File: src/poly_additive_flute_voice_macros.svh
// Assertion macros used by the flute voice engine
`ifndef POLY_ADDITIVE_FLUTE_VOICE_MACROS_SVH
`define POLY_ADDITIVE_FLUTE_VOICE_MACROS_SVH

// plain property, sampled on the clock, off while in reset
`define PAFV_ASSERT(name, prop, msg) \
  name: assert property (@(posedge clk_i) disable iff (!rst_ni) prop) else $error(msg);

// condition now implies consequence in the next cycle
`define PAFV_ASSERT_NEXT(name, ante, cons, msg) \
  name: assert property (@(posedge clk_i) disable iff (!rst_ni) (ante) |=> (cons)) \
    else $error(msg);

`endif

File: src/pafv_pkg.sv
// Types, constants and pitch tables of the flute voice
package pafv_pkg;

  localparam int VOICES          = 8;
  localparam int BLOCK_LEN       = 32;
  localparam int SINE_TABLE_BITS = 10;
  localparam int PHASE_BITS      = 24;
  localparam int PADS            = 12;
  localparam int QUEUE_DEPTH     = 2;

  localparam int VOICE_W  = (VOICES > 1) ? $clog2(VOICES) : 1;
  localparam int CNT_W    = $clog2(VOICES + 1);
  localparam int BLK_W    = (BLOCK_LEN > 1) ? $clog2(BLOCK_LEN) : 1;
  localparam int QD_W     = (QUEUE_DEPTH > 1) ? $clog2(QUEUE_DEPTH) : 1;
  localparam int MASK_W   = 12;
  localparam int TDATA_W  = 16;
  localparam int CFG_ADDR_W = 3;
  localparam int CFG_DATA_W = 24;
  localparam int FUND_W   = 24;
  localparam int AMP_W    = 17;
  localparam int SAMPLE_W = 16;
  localparam int RATIO_W  = 18;
  localparam int STEP_W   = 26;
  localparam int ACC_W    = 34;
  localparam int SUM_W    = 53 + VOICE_W;
  localparam int MAG_W    = SUM_W - 32;
  localparam int GAIN_W   = 31;
  localparam int PM_W     = MAG_W + GAIN_W;
  localparam int DCNT_W   = $clog2(PM_W);

  localparam logic [AMP_W-1:0] FULL_AMP    = 17'd65536;
  localparam logic [AMP_W-1:0] AUDIBLE_MIN = 17'd66;
  localparam logic [11:0] VIB_DEPTH_MAX  = 12'd3072;
  localparam logic [16:0] TREM_DEPTH_MAX = 17'd65536;
  localparam logic [15:0] COEF_H1   = 16'd45875;
  localparam logic [15:0] COEF_H2   = 16'd13107;
  localparam logic [15:0] COEF_H3   = 16'd6554;
  localparam logic [15:0] HEADROOM  = 16'd55706;
  localparam logic [14:0] SAMPLE_MAX = 15'd32767;

  typedef enum logic [CFG_ADDR_W-1:0] {
    REG_MASTER_VOLUME     = 3'd0,
    REG_AMP_STEP          = 3'd1,
    REG_VIBRATO_INCREMENT = 3'd2,
    REG_VIBRATO_DEPTH     = 3'd3,
    REG_TREMOLO_DEPTH     = 3'd4,
    REG_BASE_INCREMENT    = 3'd5
  } cfg_reg_e;

  typedef enum logic [4:0] {
    ST_IDLE, ST_ALLOC, ST_RELEASE, ST_AMP, ST_LFO, ST_VIB, ST_RATIO, ST_STEP,
    ST_TREM, ST_PHASE, ST_H1, ST_H2, ST_H3, ST_VAL, ST_MUL1, ST_MUL2,
    ST_GAIN, ST_PROD, ST_DIV, ST_OUT
  } eng_state_e;

  typedef struct packed {
    logic              valid;
    logic [MASK_W-1:0] mask;
  } mask_item_t;

  typedef struct packed {
    logic                       busy;
    logic                       done;
    logic signed [SAMPLE_W-1:0] value;
  } sine_stat_t;

  function automatic logic [16:0] semi_ratio(input logic [3:0] k);
    logic [16:0] r;
    unique case (k)
      4'd0:  r = 17'd65536;
      4'd1:  r = 17'd69433;
      4'd2:  r = 17'd73562;
      4'd3:  r = 17'd77936;
      4'd4:  r = 17'd82570;
      4'd5:  r = 17'd87480;
      4'd6:  r = 17'd92682;
      4'd7:  r = 17'd98193;
      4'd8:  r = 17'd104032;
      4'd9:  r = 17'd110218;
      4'd10: r = 17'd116772;
      4'd11: r = 17'd123715;
      default: r = 17'd65536;
    endcase
    return r;
  endfunction

  function automatic logic [RATIO_W-1:0] oct_ratio(input logic [4:0] n);
    logic [4:0]  k;
    logic [1:0]  oct;
    logic [18:0] wide;
    priority if (n >= 5'd24) begin
      k = 5'd0;
      oct = 2'd2;
    end else if (n >= 5'd12) begin
      k = n - 5'd12;
      oct = 2'd1;
    end else begin
      k = n;
      oct = 2'd0;
    end
    wide = {2'b00, semi_ratio(k[3:0])} << oct;
    return wide[18:1];
  endfunction

endpackage

File: src/pafv_sine.sv
// Shared sine unit: rational sine approximation by serial division
module pafv_sine import pafv_pkg::*; (
  input  logic                  clk_i,
  input  logic                  rst_ni,
  input  logic                  start_i,
  input  logic [PHASE_BITS-1:0] phase_i,
  output sine_stat_t            stat_o
);

  localparam int SB       = SINE_TABLE_BITS;
  localparam int SIN_H    = 1 << (SB - 1);
  localparam int P_W      = 2 * SB - 2;
  localparam int DEN_W    = 2 * SB + 1;
  localparam int NUM_W    = 2 * SB + 17;
  localparam int Q_W      = 16;
  localparam int QC_W     = $clog2(Q_W + 1);
  localparam int FIVE_HH  = 5 * SIN_H * SIN_H;

  logic [SB-1:0]      idx, hmj;
  logic [SB-2:0]      j;
  logic [2*SB-2:0]    jprod;
  logic [P_W-1:0]     p;
  logic [DEN_W-1:0]   den;
  logic [NUM_W-1:0]   num;
  logic [DEN_W:0]     trial;
  logic               ge;

  logic [DEN_W-1:0]   rem_q, den_q;
  logic [Q_W-1:0]     lo_q;
  logic [QC_W-1:0]    cnt_q;
  logic               busy_q, neg_q;

  assign idx   = phase_i[PHASE_BITS-1 -: SB];
  assign j     = idx[SB-2:0];
  assign hmj   = SB'(SIN_H) - {1'b0, j};
  assign jprod = j * hmj;
  assign p     = P_W'(jprod);
  assign den   = DEN_W'(FIVE_HH) - (DEN_W'(p) << 2);
  assign num   = (NUM_W'(p) << 19) - (NUM_W'(p) << 4) + NUM_W'(den >> 1);

  assign trial = {rem_q, lo_q[Q_W-1]};
  assign ge    = (trial >= {1'b0, den_q});

  assign stat_o.busy  = busy_q;
  assign stat_o.done  = busy_q && (cnt_q == QC_W'(Q_W));
  assign stat_o.value = neg_q ? -$signed(lo_q) : $signed(lo_q);

  always_ff @(posedge clk_i) begin
    if (start_i) begin
      rem_q <= DEN_W'(num >> Q_W);
      lo_q  <= num[Q_W-1:0];
      den_q <= den;
      neg_q <= idx[SB-1];
    end else if (busy_q && (cnt_q != QC_W'(Q_W))) begin
      rem_q <= ge ? DEN_W'(trial - {1'b0, den_q}) : trial[DEN_W-1:0];
      lo_q  <= {lo_q[Q_W-2:0], ge};
    end
  end

  always_ff @(posedge clk_i or negedge rst_ni) begin
    if (!rst_ni) begin
      busy_q <= 1'b0;
      cnt_q  <= '0;
    end else if (start_i) begin
      busy_q <= 1'b1;
      cnt_q  <= '0;
    end else if (busy_q) begin
      if (cnt_q == QC_W'(Q_W)) begin
        busy_q <= 1'b0;
      end else begin
        cnt_q <= cnt_q + 1'b1;
      end
    end
  end

endmodule

File: config.mk
export PLATFORM = sky130hd
export DESIGN_NAME = pafv_sine
export DESIGN_NICKNAME = d
export VERILOG_FILES = /design/src/poly_additive_flute_voice_macros.svh /design/src/pafv_pkg.sv /design/src/pafv_sine.sv
export SDC_FILE = /design/constraint.sdc
export NUM_CORES = 1
export LEC_CHECK = 0
export BUFFER_PORTS_ARGS = -buffer_cell sky130_fd_sc_hd__clkbuf_2
export CAP_MARGIN = 10
export CORE_MARGIN = 10
export CORE_UTILIZATION = 69
export DETAILED_ROUTE_END_ITERATION = 10
export PLACE_DENSITY = 0.95
export SYNTH_ARGS = -nofsm -noshare
export SYNTH_HDL_FRONTEND = slang
export SYNTH_SLANG_ARGS = --single-unit
export TNS_END_PERCENT = 5
File: constraint.sdc
create_clock -name clk_i -period 5.45 [get_ports clk_i]
set_input_delay 0.2725 -clock clk_i [delete_from_list [all_inputs] [get_ports clk_i]]
set_output_delay 0.2725 -clock clk_i [all_outputs]
set_load 0.02 [all_outputs]
==> run metrics, run 1 <==
pre-CTS setup slack=-3419 ps; Die H=approximately 140 um; Mapped Avg Cell Area=between 9 and 10 sq um; number of top-level pins=between 40 and 50; error msg=[ERROR GRT-0232] Routing congestion too high. Check the congestion heatmap in the GUI.; YS warnings=0; Initial Util=70.06%; Synth Flop Type=edfxtp_1; TritonCTS sink count=between 60 and 70; Post-synth EDFFs=57; register bit total from synthesis=63; GR Util All Layers=67.99%; Syn Inst Count=1,025; root buffer cell=clkbuf_16; H-tree Lvls=3; row count=between 40 and 50; Max Root-Sink Buffers=2; Netlist Area Pre-Place=9241 sq um; asr flop ratio synth=under 10%; Port Buffer Count=30; worst endpoint type=sequential cell input; post-synth cell types=between 70 and 80; Die X=~140 um; GPL Wtd Cong=between 1 and 1.5; CTS Buf Count=9; register area share after synthesis=20.15%; Worst endpoint, post-GRT repair=rem_q[15]$_DFFE_PP_/D; # placed instances=around 1,400; Last stage=global routing (5_1_grt); status=aborted with a tool error; gr ovfl total=around 150; HPWL after detailed placement=around 24,000 um; largest net degree at the start of global routing=76
[cells in the mapped netlist (all sizes together), types with 31 or more instances]
master	count	area (sq um)
edfxtp	57	1712
xnor2	63	551.8
nand2b	35	219.0
xor2	31	271.5
o21ai	40	200.2
ha	136	1702
nor2b	33	206.5
fa	57	1141
inv	141	529.3
nand2	60	225.2
a21oi	70	357.8
nor2	62	232.7
[stage by stage]
step	cell area (sq um)	setup TNS (ps)
after global placement	11200	-71170
after CTS	12200	-62040
after floorplan	9543	-61650
after detailed placement	11200	-88840
[layer usage]
| layer | overflow | GRT usage (%) |
|---|---|---|
| met1 | 2 | 65.91 |
| met2 | 86 | 83.80 |
| met3 | 3 | 54.23 |
| met4 | 62 | 72.49 |
| met5 | 0 | 12.74 |
[repair_timing]
| action | CTS |
|---|---|
| hold endpoints to repair | 6 |
| pin swaps | 54 |
| hold buffers | 1 |
| resized for setup | 98 |
| setup buffers | 16 |
| endpoints found under the setup margin | 40 |
[logic make-up after synthesis]
group                      after synthesis  share of synthesized area, %
and+or+nand+nor                        270                         14.84
buffers and inverters                  168                         7.352
adders and majority gates              193                         30.76
AOI/OAI and AO/OA                      215                         15.56
muxes                                   20                         2.356
other                                    2                       0.08127
xor gates and xnor gates                94                         8.909
DFF                                     63                         20.15
==> run 2, diff against run 1 <==
- CORE_UTILIZATION: 69 -> 40
- PLACE_DENSITY: 0.95 -> default
- PLACE_DENSITY_LB_ADDON: default -> 0.15
==> run 2 against run 1 <==
Effect of this change: the flow now finishes, with violations (setup timing); area after synthesis is the same; synthesized cell count stayed put.
==> run metrics, run 2 <==
R2R cell count=14; Wirelength per Cell=around 15 um; Mapped Avg Cell Area=9.016 sq um (unchanged); Core Box Area=around 23,000 sq um; final instance area=~13,000 sq um; Max Cap Viol=0; cell family contributing the most delay on the critical path=adder cells; DR vias=~8,000; failing checks=setup timing; antenna cells=0; clock-pin slew on the worst setup and hold paths=60 ps; GR Util All Layers=roughly 17%; Synth top cells by count=141 x inv_1, 136 x ha_1, 68 x a21oi_1, 63 x xnor2_1, 62 x nor2_1; Max Root-Sink Buffers=2 (unchanged); crit-path max FO=4; WP data arrival=8140 ps; final wirelength=~24,000 um; Slew Viols, Final=0; root buffer cell=clkbuf_16; flip-flop count of the largest register after layout=21; vias in the first global route=around 8,000; R2R Path Start=rem_q[1]; final setup violation count=37; worst reg2reg endpoint=rem_q[11]; FMAX=~120 MHz; Critical Path Source=phase_i[15]; initial antenna violation count=0; status=complete, but fails checks; H-tree Lvls=3 (unchanged); TritonCTS sink count=63 (unchanged); commonest non-fill, non-tap cell in the layout=buf_4; RSZ-0062 raised after global routing=yes; Worst-Skew Late Latency=330 ps; crit end category=register; DR pass1 iterations=5; initial DRC count=~360; row count=55 (+31%); Worst setup SP type=input pin; register bit total from synthesis=63 (unchanged); Yosys top cell by area=edfxtp_1; Netlist Area Pre-Place=9241 sq um (unchanged); number of top-level pins=45 (unchanged); final cycle utilization of the critical path=148.0%; Critical Path RT=5530 ps; Post-DP Area=11,550 sq um (+3.2%); top post-synthesis cells by area=edfxtp_1 19%, ha_1 18%, fa_1 12%; most frequent cells in the layout=238 x buf_4, 133 x inv_1, 108 x ha_1; first-pass GRT wire length=40,600 um; Port Buffer Count=30 (unchanged); final setup margin=-2615 ps; die area=29,580 sq um; HPWL after detailed placement=19,770 um (-18%); asr flop ratio synth=9.524% (unchanged); Die H=172 um (+27%); CTS tree=built; GPL Wtd Cong=0.8594 (-14%); Syn Inst Count=1,025 (unchanged); register area share after synthesis=20.15% (unchanged); Regs by FF count=rem_q: 21 flops, den_q: 19 flops, lo_q: 16 flops; Max stage delay on crit path=around 510 ps; Residual DRC=0; Worst-Margin Slew=just over 600 ps; Final Hold Vio Count=0; antenna-violating nets left=0; gr ovfl total=0; post-route minimum period=8065 ps; Synth Flop Type=edfxtp_1; Rel. slew slack=between 50% and 60%; Net count, final=between 1,500 and 2,000; Syn-to-layout area delta=39.20%; YS warnings=0 (unchanged); Critical path buffers and inverters=7; largest register by flop count=rem_q; Post-Route Utilization=between 50% and 60%; area share of the largest cell type after synthesis=18.52% (unchanged); hold crit path type=input pin to register; crit path to=rem_q[20]; Die X=172 um (+27%); largest net degree at the start of global routing=between 40 and 50; skew final=around 9 ps; Setup CP Type=input pin to register; Post-synth EDFFs=57 (unchanged); Initial Util=40.69% (-29 points); number of stages on the worst setup path=37; CTS Buf Count=9 (unchanged); Critical-path top delay cell=fa_1; Vias/cell=approximately 5; Register-to-Register Setup Slack=~1900 ps; layout cells sized above 1=around 36%; post-synth cell types=72 (unchanged); most common cell in the netlist=inv_1
-- run 2: final cells by class --
class                      instances  area [sq um]
clock inverter                     7         96.34
multi-input combinational        800          7719
clock buffer                       9         225.2
sequential                        63          1862
fill                            2020          9846
timing repair buffer             277          2066
inverter                         141         539.3
tap                              285         356.6
-- run 2: timing repair --
item                                   in CTS  in global routing
hold buffers                                1                  0
pin swaps                                  55                 36
endpoints found under the hold margin       6                  0
setup endpoints to repair                  37                 39
gates resized for setup                    94                 52
setup buffers                              15                  4
-- run 2: cells by family after synthesis --
group	count (synthesis)	share of synthesized area, %
compound gates	215	15.56
xor+xnor	94	8.909
fa+ha+maj	193	30.76
buf+inv	168	7.352
flops	63	20.15
mux	20	2.356
other cells	2	0.08127
simple gates	270	14.84
-- run 2: how the worst min path moves through the flow --
stage	start	endpoint	slack (ps)	cells past startpoint
floorplan	rst_ni	busy_q	-20	0
global placement	rst_ni	cnt_q[3]	110	1
detailed placement	rst_ni	cnt_q[3]	110	1
CTS	phase_i[23]	neg_q	100	1
global route	phase_i[23]	neg_q	110	1
finish	phase_i[23]	neg_q	110	1
-- run 2: per-stage QoR --
stage / TNS (ps) / setup slack (ps) / cells / hold WS [ps]
after floorplan: -61650 / -2763 / 1031 / -23.09
after global placement: -77500 / -2926 / 1546 / 112.2
after detailed placement: -80630 / -3140 / 1546 / 110.7
after CTS: -57010 / -2464 / 1578 / 99.10
after global routing: -69040 / -3009 / 1582 / 110.5
final: -57200 / -2615 / 1582 / 110.4
-- run 2: per-layer routing --
layer / vias to the layer above / part of all wire [%] / track usage [%]
met1: 3718 / 46 / 22.00
met3: 33 / 3.0 / 1.300
li1: 4023 / - / -
met5: - / 0 / 0
met4: 0 / 1.8 / 4.123
met2: 105 / 50 / 29.57
Power of run 2 is not shown: default switching activity piles up to over one toggle a cycle in this logic, so the estimate is an artifact.
