<file path="src/poly_additive_flute_voice_macros.svh">
// Assertion macros used by the flute voice engine
`ifndef POLY_ADDITIVE_FLUTE_VOICE_MACROS_SVH
`define POLY_ADDITIVE_FLUTE_VOICE_MACROS_SVH

// plain property, sampled on the clock, off while in reset
`define PAFV_ASSERT(name, prop, msg) \
  name: assert property (@(posedge clk_i) disable iff (!rst_ni) prop) else $error(msg);

// condition now implies consequence in the next cycle
`define PAFV_ASSERT_NEXT(name, ante, cons, msg) \
  name: assert property (@(posedge clk_i) disable iff (!rst_ni) (ante) |=> (cons)) \
    else $error(msg);

`endif

</file>
<file path="src/pafv_pkg.sv">
// Types, constants and pitch tables of the flute voice
package pafv_pkg;

  localparam int VOICES          = 8;
  localparam int BLOCK_LEN       = 32;
  localparam int SINE_TABLE_BITS = 10;
  localparam int PHASE_BITS      = 24;
  localparam int PADS            = 12;
  localparam int QUEUE_DEPTH     = 2;

  localparam int VOICE_W  = (VOICES > 1) ? $clog2(VOICES) : 1;
  localparam int CNT_W    = $clog2(VOICES + 1);
  localparam int BLK_W    = (BLOCK_LEN > 1) ? $clog2(BLOCK_LEN) : 1;
  localparam int QD_W     = (QUEUE_DEPTH > 1) ? $clog2(QUEUE_DEPTH) : 1;
  localparam int MASK_W   = 12;
  localparam int TDATA_W  = 16;
  localparam int CFG_ADDR_W = 3;
  localparam int CFG_DATA_W = 24;
  localparam int FUND_W   = 24;
  localparam int AMP_W    = 17;
  localparam int SAMPLE_W = 16;
  localparam int RATIO_W  = 18;
  localparam int STEP_W   = 26;
  localparam int ACC_W    = 34;
  localparam int SUM_W    = 53 + VOICE_W;
  localparam int MAG_W    = SUM_W - 32;
  localparam int GAIN_W   = 31;
  localparam int PM_W     = MAG_W + GAIN_W;
  localparam int DCNT_W   = $clog2(PM_W);

  localparam logic [AMP_W-1:0] FULL_AMP    = 17'd65536;
  localparam logic [AMP_W-1:0] AUDIBLE_MIN = 17'd66;
  localparam logic [11:0] VIB_DEPTH_MAX  = 12'd3072;
  localparam logic [16:0] TREM_DEPTH_MAX = 17'd65536;
  localparam logic [15:0] COEF_H1   = 16'd45875;
  localparam logic [15:0] COEF_H2   = 16'd13107;
  localparam logic [15:0] COEF_H3   = 16'd6554;
  localparam logic [15:0] HEADROOM  = 16'd55706;
  localparam logic [14:0] SAMPLE_MAX = 15'd32767;

  typedef enum logic [CFG_ADDR_W-1:0] {
    REG_MASTER_VOLUME     = 3'd0,
    REG_AMP_STEP          = 3'd1,
    REG_VIBRATO_INCREMENT = 3'd2,
    REG_VIBRATO_DEPTH     = 3'd3,
    REG_TREMOLO_DEPTH     = 3'd4,
    REG_BASE_INCREMENT    = 3'd5
  } cfg_reg_e;

  typedef enum logic [4:0] {
    ST_IDLE, ST_ALLOC, ST_RELEASE, ST_AMP, ST_LFO, ST_VIB, ST_RATIO, ST_STEP,
    ST_TREM, ST_PHASE, ST_H1, ST_H2, ST_H3, ST_VAL, ST_MUL1, ST_MUL2,
    ST_GAIN, ST_PROD, ST_DIV, ST_OUT
  } eng_state_e;

  typedef struct packed {
    logic              valid;
    logic [MASK_W-1:0] mask;
  } mask_item_t;

  typedef struct packed {
    logic                       busy;
    logic                       done;
    logic signed [SAMPLE_W-1:0] value;
  } sine_stat_t;

  function automatic logic [16:0] semi_ratio(input logic [3:0] k);
    logic [16:0] r;
    unique case (k)
      4'd0:  r = 17'd65536;
      4'd1:  r = 17'd69433;
      4'd2:  r = 17'd73562;
      4'd3:  r = 17'd77936;
      4'd4:  r = 17'd82570;
      4'd5:  r = 17'd87480;
      4'd6:  r = 17'd92682;
      4'd7:  r = 17'd98193;
      4'd8:  r = 17'd104032;
      4'd9:  r = 17'd110218;
      4'd10: r = 17'd116772;
      4'd11: r = 17'd123715;
      default: r = 17'd65536;
    endcase
    return r;
  endfunction

  function automatic logic [RATIO_W-1:0] oct_ratio(input logic [4:0] n);
    logic [4:0]  k;
    logic [1:0]  oct;
    logic [18:0] wide;
    priority if (n >= 5'd24) begin
      k = 5'd0;
      oct = 2'd2;
    end else if (n >= 5'd12) begin
      k = n - 5'd12;
      oct = 2'd1;
    end else begin
      k = n;
      oct = 2'd0;
    end
    wide = {2'b00, semi_ratio(k[3:0])} << oct;
    return wide[18:1];
  endfunction

endpackage

</file>
<file path="src/pafv_front.sv">
// Input side: accepts touch masks into a short queue
module pafv_front import pafv_pkg::*; (
  input  logic               clk_i,
  input  logic               rst_ni,
  input  logic               s_axis_tvalid,
  output logic               s_axis_tready,
  input  logic [TDATA_W-1:0] s_axis_tdata,   // [11:0] touch_mask
  input  logic               pop_i,
  output mask_item_t         item_o
);

  logic [MASK_W-1:0] mem_q [QUEUE_DEPTH];
  logic [QD_W-1:0]   wr_q, rd_q;
  logic [QD_W:0]     cnt_q;
  logic              push, pop;

  assign s_axis_tready = (cnt_q < (QD_W+1)'(QUEUE_DEPTH));
  assign push = s_axis_tvalid && s_axis_tready;
  assign pop  = pop_i && (cnt_q != '0);

  assign item_o.valid = (cnt_q != '0);
  assign item_o.mask  = mem_q[rd_q];

  always_ff @(posedge clk_i) begin
    if (push) begin
      mem_q[wr_q] <= s_axis_tdata[MASK_W-1:0];
    end
  end

  always_ff @(posedge clk_i or negedge rst_ni) begin
    if (!rst_ni) begin
      wr_q  <= '0;
      rd_q  <= '0;
      cnt_q <= '0;
    end else begin
      if (push) begin
        wr_q <= (wr_q == QD_W'(QUEUE_DEPTH-1)) ? '0 : wr_q + 1'b1;
      end
      if (pop) begin
        rd_q <= (rd_q == QD_W'(QUEUE_DEPTH-1)) ? '0 : rd_q + 1'b1;
      end
      cnt_q <= cnt_q + (QD_W+1)'(push) - (QD_W+1)'(pop);
    end
  end

endmodule

</file>
<file path="config.mk">
export PLATFORM = sky130hd
export DESIGN_NAME = pafv_front
export DESIGN_NICKNAME = d
export VERILOG_FILES = /design/src/poly_additive_flute_voice_macros.svh /design/src/pafv_pkg.sv /design/src/pafv_front.sv
export SDC_FILE = /design/constraint.sdc
export NUM_CORES = 1
export LEC_CHECK = 0
export BUFFER_PORTS_ARGS = -buffer_cell sky130_fd_sc_hd__buf_2
export CAP_MARGIN = 20
export CORE_MARGIN = 2
export CORE_UTILIZATION = 40
export DETAILED_ROUTE_END_ITERATION = 8
export GPL_ROUTABILITY_DRIVEN = 1
export HOLD_SLACK_MARGIN = 0.08
export SLEW_MARGIN = 5
export SYNTH_ARGS = -nofsm -noshare
export SYNTH_HDL_FRONTEND = slang
export SYNTH_SLANG_ARGS = --single-unit
</file>
<file path="constraint.sdc">
create_clock -name clk_i -period 4.55 [get_ports clk_i]
set_clock_uncertainty 0.05 [all_clocks]
set_input_delay 0.455 -clock clk_i [delete_from_list [all_inputs] [get_ports clk_i]]
set_output_delay 0.455 -clock clk_i [all_outputs]
set_load 0.03 [all_outputs]
</file>
==> out/qor.yml, run 1 <==
status: "finished, final reports clean"
finalNetCount: 112
drive_above_1_share_pct: 50.0
first_iter_violations: 6
path_cells: "mux2_2, buf_2"
cts_tree: "done"
yosysUniqueCellTypes: 16
syn_area_per_cell_um2: 19.4
clk_pin_slew_ns: 0.14
timing.final.crit_period_ns: 2.22
power_density_nw_per_um2: 633
syn_area_um2: 1110
vias_per_cell: 4.85
yosysSeqAreaShare_pct: 74.2
routedWlPerCell_um: 14.0
slew_headroom_pct: 30.2
cp.arrival_ns: 1.72
critPathBufInv: 1
startpoint_type: "flop"
gr-total-overflow: 0
grtUsageMet1_pct: 13.6
vias: 587
die_area_um2: 3200
layout_setup_ws_ns: 2.33
finalPower_mw: 0.832
use_met3_pct: 2.76
synth_warnings: 0
path_class: "flop to output port"
drc: 0
num_antenna_cells: 0
clock_latency_ns: 0.32
syn_nets: 78
vdd_ir_drop_max_mv: 0.337
grt_max_degree: 16
grt_pass1_wl_um: 2700
fin_util_pct: 49.0
synth_edf_count: 24
hold_viol: 0
crit_family: "flip-flops"
synthCells: 57
finalSetupViolCount: 0
clock-sinks: 28
place_ws_ns: 2.60
antenna_found_initial: 0
port_buffers: 29
hold_path_class: "input port to flop"
die_h_um: 56.6
use_met2_pct: 19.1
tns_ns: 0
endpoint_kind: "output port"
cts_buffers: 3
globalplace.congestion: 0.613
rsz0062_at_grt: "no"
num_rows: 19
wirelength_um: 1690
root_buffer: "clkbuf_4"
synth_ff_type: "edfxtp_1"
finalCritPeriodShare_pct: 48.9
area_growth_pct: 18.9
ios: 34
cp_data_required_time_ns: 4.05
worstMarginPinSlew_ns: 1.04
core_area_um2: 2690
firstDrtPassIters: 2
die_w_um: 56.6
grt_pass1_vias: 584
maxCapViolCount: 0
grt_usage_pct: 11.8
whs_ns: 0.263
cp_slowest_stage_delay_ns: 0.82
cp_slowest_cell: "dfrtp_1"
cp_max_fo: 13
start_util_pct: 41.2
ctsHtreeMaxLevel: 1
cts-resized-gates: 0
maxSlewViolCount: 0
dp_hpwl_um: 1190
detail-route-antenna-nets: 0
p_leak_nw: 0.537
async_reset_ff_share_pct: 14.3
grt.busiest_layer: "met2"
synth-seq-cells: 28
clk_path_buf_depth: 2
max_freq_mhz: 450
==> worst register-to-register path, stage by stage (launching register included) <==
cell	delay, ns
dfrtp_1	0.43
inv_1	0.15
nand2_1	0.10
nor2_1	0.80
==> cell type report <==
type / count / area (um2)
inverter: 1 / 3.75
timing repair buffer: 30 / 155
clock buffer: 4 / 26.3
sequential: 28 / 821
tap: 31 / 38.8
multi-input combinational: 27 / 270
fill: 247 / 1370
==> flip-flops by register name (all words and copies together) (netlist names) <==
signal	cells
rd_q	1
wr_q	1
mem_q	24
cnt_q	2
==> metal layers <==
| metal | share of wire [%] | wire (um) |
|---|---|---|
| met1 | 42 | 706 |
| met5 | 0 | 0 |
| met2 | 50 | 855 |
| met3 | 5.5 | 93 |
| met4 | 2.2 | 38 |
==> kinds of logic after synthesis <==
| logic type | Yosys count | synth area share [%] |
|---|---|---|
| compound gates | 2 | 1.81 |
| simple gates | 9 | 3.85 |
| buf+inv | 2 | 1.36 |
| fa+ha+maj | 1 | 1.13 |
| xor+xnor | 3 | 2.38 |
| mux | 12 | 15.3 |
| flops | 28 | 74.2 |
==> Yosys cell counts (2+ instances only) <==
cell type	count	area, um2
dfrtp_1	4	100
xnor2_1	2	17.5
mux2_2	3	33.8
or2_1	2	12.5
edfxtp_1	24	721
mux2_4	9	135
nand2_1	4	15.0
==> path summary, 6_finish.rpt <==
path,start,slack [ns],cells after the start,end
max in group asynchronous,rst_ni,3.92,2,rd_q
min in group asynchronous,rst_ni,0.40,2,wr_q
worst max-delay path,rd_q,2.33,2,item_o[1]
worst max register to register,cnt_q[1],2.66,3,mem_q[0][3]
worst min register to register,wr_q,0.46,1,wr_q
worst min-delay path,s_axis_tdata[0],0.26,1,mem_q[1][0]
==> power breakdown <==
part	internal [mW]	total (mW)	switching (mW)
registers	0.348	0.398	0.0500
logic	0.140	0.334	0.194
clock network	0.0343	0.0998	0.0656
total	0.523	0.832	0.309
==> per-stage QoR <==
| stage | instances | area [um2] |
|---|---|---|
| global placement | 116 | 1280 |
| detailed placement | 116 | 1280 |
| CTS | 121 | 1320 |
| finish | 121 | 1320 |
| global route | 121 | 1320 |
| floorplan | 57 | 1110 |
==> timing repair <==
| item | 4_1_cts | 5_1_grt |
|---|---|---|
| hold buffers | 1 | 0 |
| buffers inserted | 0 | 0 |
| endpoints found under the hold margin | 4 | 0 |
==> layout by cell type (no fill, tap or decap) <==
| cell | count |
|---|---|
| mux2_4 | 9 |
| nand2_1 | 4 |
| and3_1 | 1 |
| dlygate4sd3_1 | 1 |
| o211ai_1 | 1 |
| dfrtp_1 | 4 |
| mux2_2 | 3 |
| nor2_1 | 1 |
| inv_1 | 1 |
| or2_1 | 2 |
| clkbuf_1 | 1 |
| xor2_1 | 1 |
| ha_1 | 1 |
| xnor2_1 | 2 |
| clkbuf_4 | 3 |
| buf_2 | 29 |
| edfxtp_1 | 24 |
| o22ai_2 | 1 |
| nand3_1 | 1 |
(Power assumes the default switching activity.)
==> run 2: changes to the inputs <==
--- a/config.mk
+++ b/config.mk
@@ -12,6 +12,7 @@
 export DETAILED_ROUTE_END_ITERATION = 8
 export GPL_ROUTABILITY_DRIVEN = 1
 export HOLD_SLACK_MARGIN = 0.08
+export PLACE_DENSITY = 0.67
 export SLEW_MARGIN = 5
 export SYNTH_ARGS = -nofsm -noshare
 export SYNTH_HDL_FRONTEND = slang
==> constraint.sdc (replaced) <==
create_clock -name clk_i -period 1.9 [get_ports clk_i]
set_clock_uncertainty 0.05 [all_clocks]
set_input_delay 0.19 -clock clk_i [delete_from_list [all_inputs] [get_ports clk_i]]
set_output_delay 0.19 -clock clk_i [all_outputs]
set_load 0.03 [all_outputs]
==> out/qor.yml, run 2 (synthesis gave the netlist of run 1 again) <==
globalplace.congestion: 0.636
cts_buffers: 3
die_w_um: 56.6
endpoint: "item_o[2]"
num_rows: 19
max_freq_mhz: 620
cts-resized-gates: 0
whs_ns: 0.112
grt_max_degree: 16
startpoint_type: "flop"
cp.arrival_ns: 1.37
num_antenna_cells: 0
status: "finished, final reports clean"
maxSlewViolCount: 0
ios: 34
timing.final.crit_period_ns: 1.61
cts_setup_buffers: 0
largest_registers: "mem_q: 24 flops, cnt_q: 2 flops"
r2r_cells: 4
finalCritPeriodShare_pct: 84.8
ctsHoldBuffers: 13
hold_path_class: "input port to flop"
slew_headroom_pct: 87.7
drc: 0
layout_common_cells: "buf_2 (29), edfxtp_1 (24), dlygate4sd3_1 (13)"
vias_per_cell: 4.62
grt_usage_pct: 12.1
startpoint: "rd_q"
drive_above_1_share_pct: 47.2
maxCapViolCount: 0
die_h_um: 56.6
cp_data_required_time_ns: 1.66
fillCellCount: 236
top_register: "mem_q"
core_area_um2: 2690
start_util_pct: 41.2
clock-sinks: 28
hold_path_depth: 3
path_class: "flop to output port"
antenna_found_initial: 0
p_leak_nw: 0.618
hold_viol: 0
reg2reg_to: "mem_q[0][8]"
power_density_nw_per_um2: 1410
firstDrtPassIters: 4
place_ws_ns: 0.592
vias: 642
routedWlPerCell_um: 13.2
wirelength_um: 1830
port_buffers: 29
cp_max_fo: 7
hold_start: "pop_i"
clk_path_buf_depth: 2
gr-total-overflow: 0
r2r_slack_ns: 0.58
grt_pass1_vias: 615
clk_pin_slew_ns: 0.13
dp_hpwl_um: 1340
largest_reg_flops: 24
root_buffer: "clkbuf_4"
tns_ns: 0
final_common_cell: "buf_2"
first_iter_violations: 16
die_area_um2: 3200
clock_latency_ns: 0.31
rsz0062_at_grt: "no"
area_growth_pct: 33.8
cts_tree: "done"
r2r-start: "cnt_q[1]"
worstMarginPinSlew_ns: 0.184
ctsHtreeMaxLevel: 1
endpoint_kind: "output port"
layout_setup_ws_ns: 0.288
grt_pass1_wl_um: 2900
detail-route-antenna-nets: 0
finalSetupViolCount: 0
finalNetCount: 130
vdd_ir_drop_max_mv: 0.770
run 2: changes by cell type in the layout (fill, tap and decap cells not counted):
| cell | change |
|---|---|
| dlygate4sd3_1 | +12 |
| buf_4 | +6 |
run 2: area by class of cell:
type	count	area (um2)	share of cell area (%)
clock buffer	4	26.3	1.78
inverter	1	3.75	0.254
multi-input combinational	27	270	18.3
sequential	28	821	55.5
tap	31	38.8	2.62
timing repair buffer	48	320	21.6
run 2: critical path, cell delays in order, from the launching register on:
cell     delay (ns)
dfrtp_1        0.37
buf_4          0.18
mux2_2         0.34
buf_2          0.17
run 2: how the worst min path moves through the flow:
stage	end	slack, ns
floorplan	cnt_q[0]	-0.16
global placement	cnt_q[0]	-0.05
detailed placement	cnt_q[0]	-0.05
CTS	rd_q	0.1
global route	rd_q	0.09
finish	rd_q	0.11
run 2: metrics by stage:
step           power (mW)  util, %  instances  cell area [um2]
3_3_place_gp         1.82     49.3        122             1320
2_1_floorplan        1.59        -         57             1110
5_1_grt              2.21     55.1        139             1480
3_5_place_dp         1.85     49.3        122             1320
4_1_cts              2.11     55.1        139             1480
6_report             2.08     55.1        139             1480
run 2: where the power goes:
group	switching (mW)	internal, mW
logic	0.548	0.407
clock network	0.159	0.0820
registers	0.0532	0.833
run 2: per-layer routing:
| metal | track usage (%) | wire [um] | vias up |
|---|---|---|---|
| met5 | 0 | 0 | - |
| met4 | 5.10 | 0 | 0 |
| met3 | 2.07 | 94 | 0 |
| met2 | 18.9 | 914 | 19 |
| met1 | 16.6 | 821 | 307 |
| li1 | - | - | 316 |
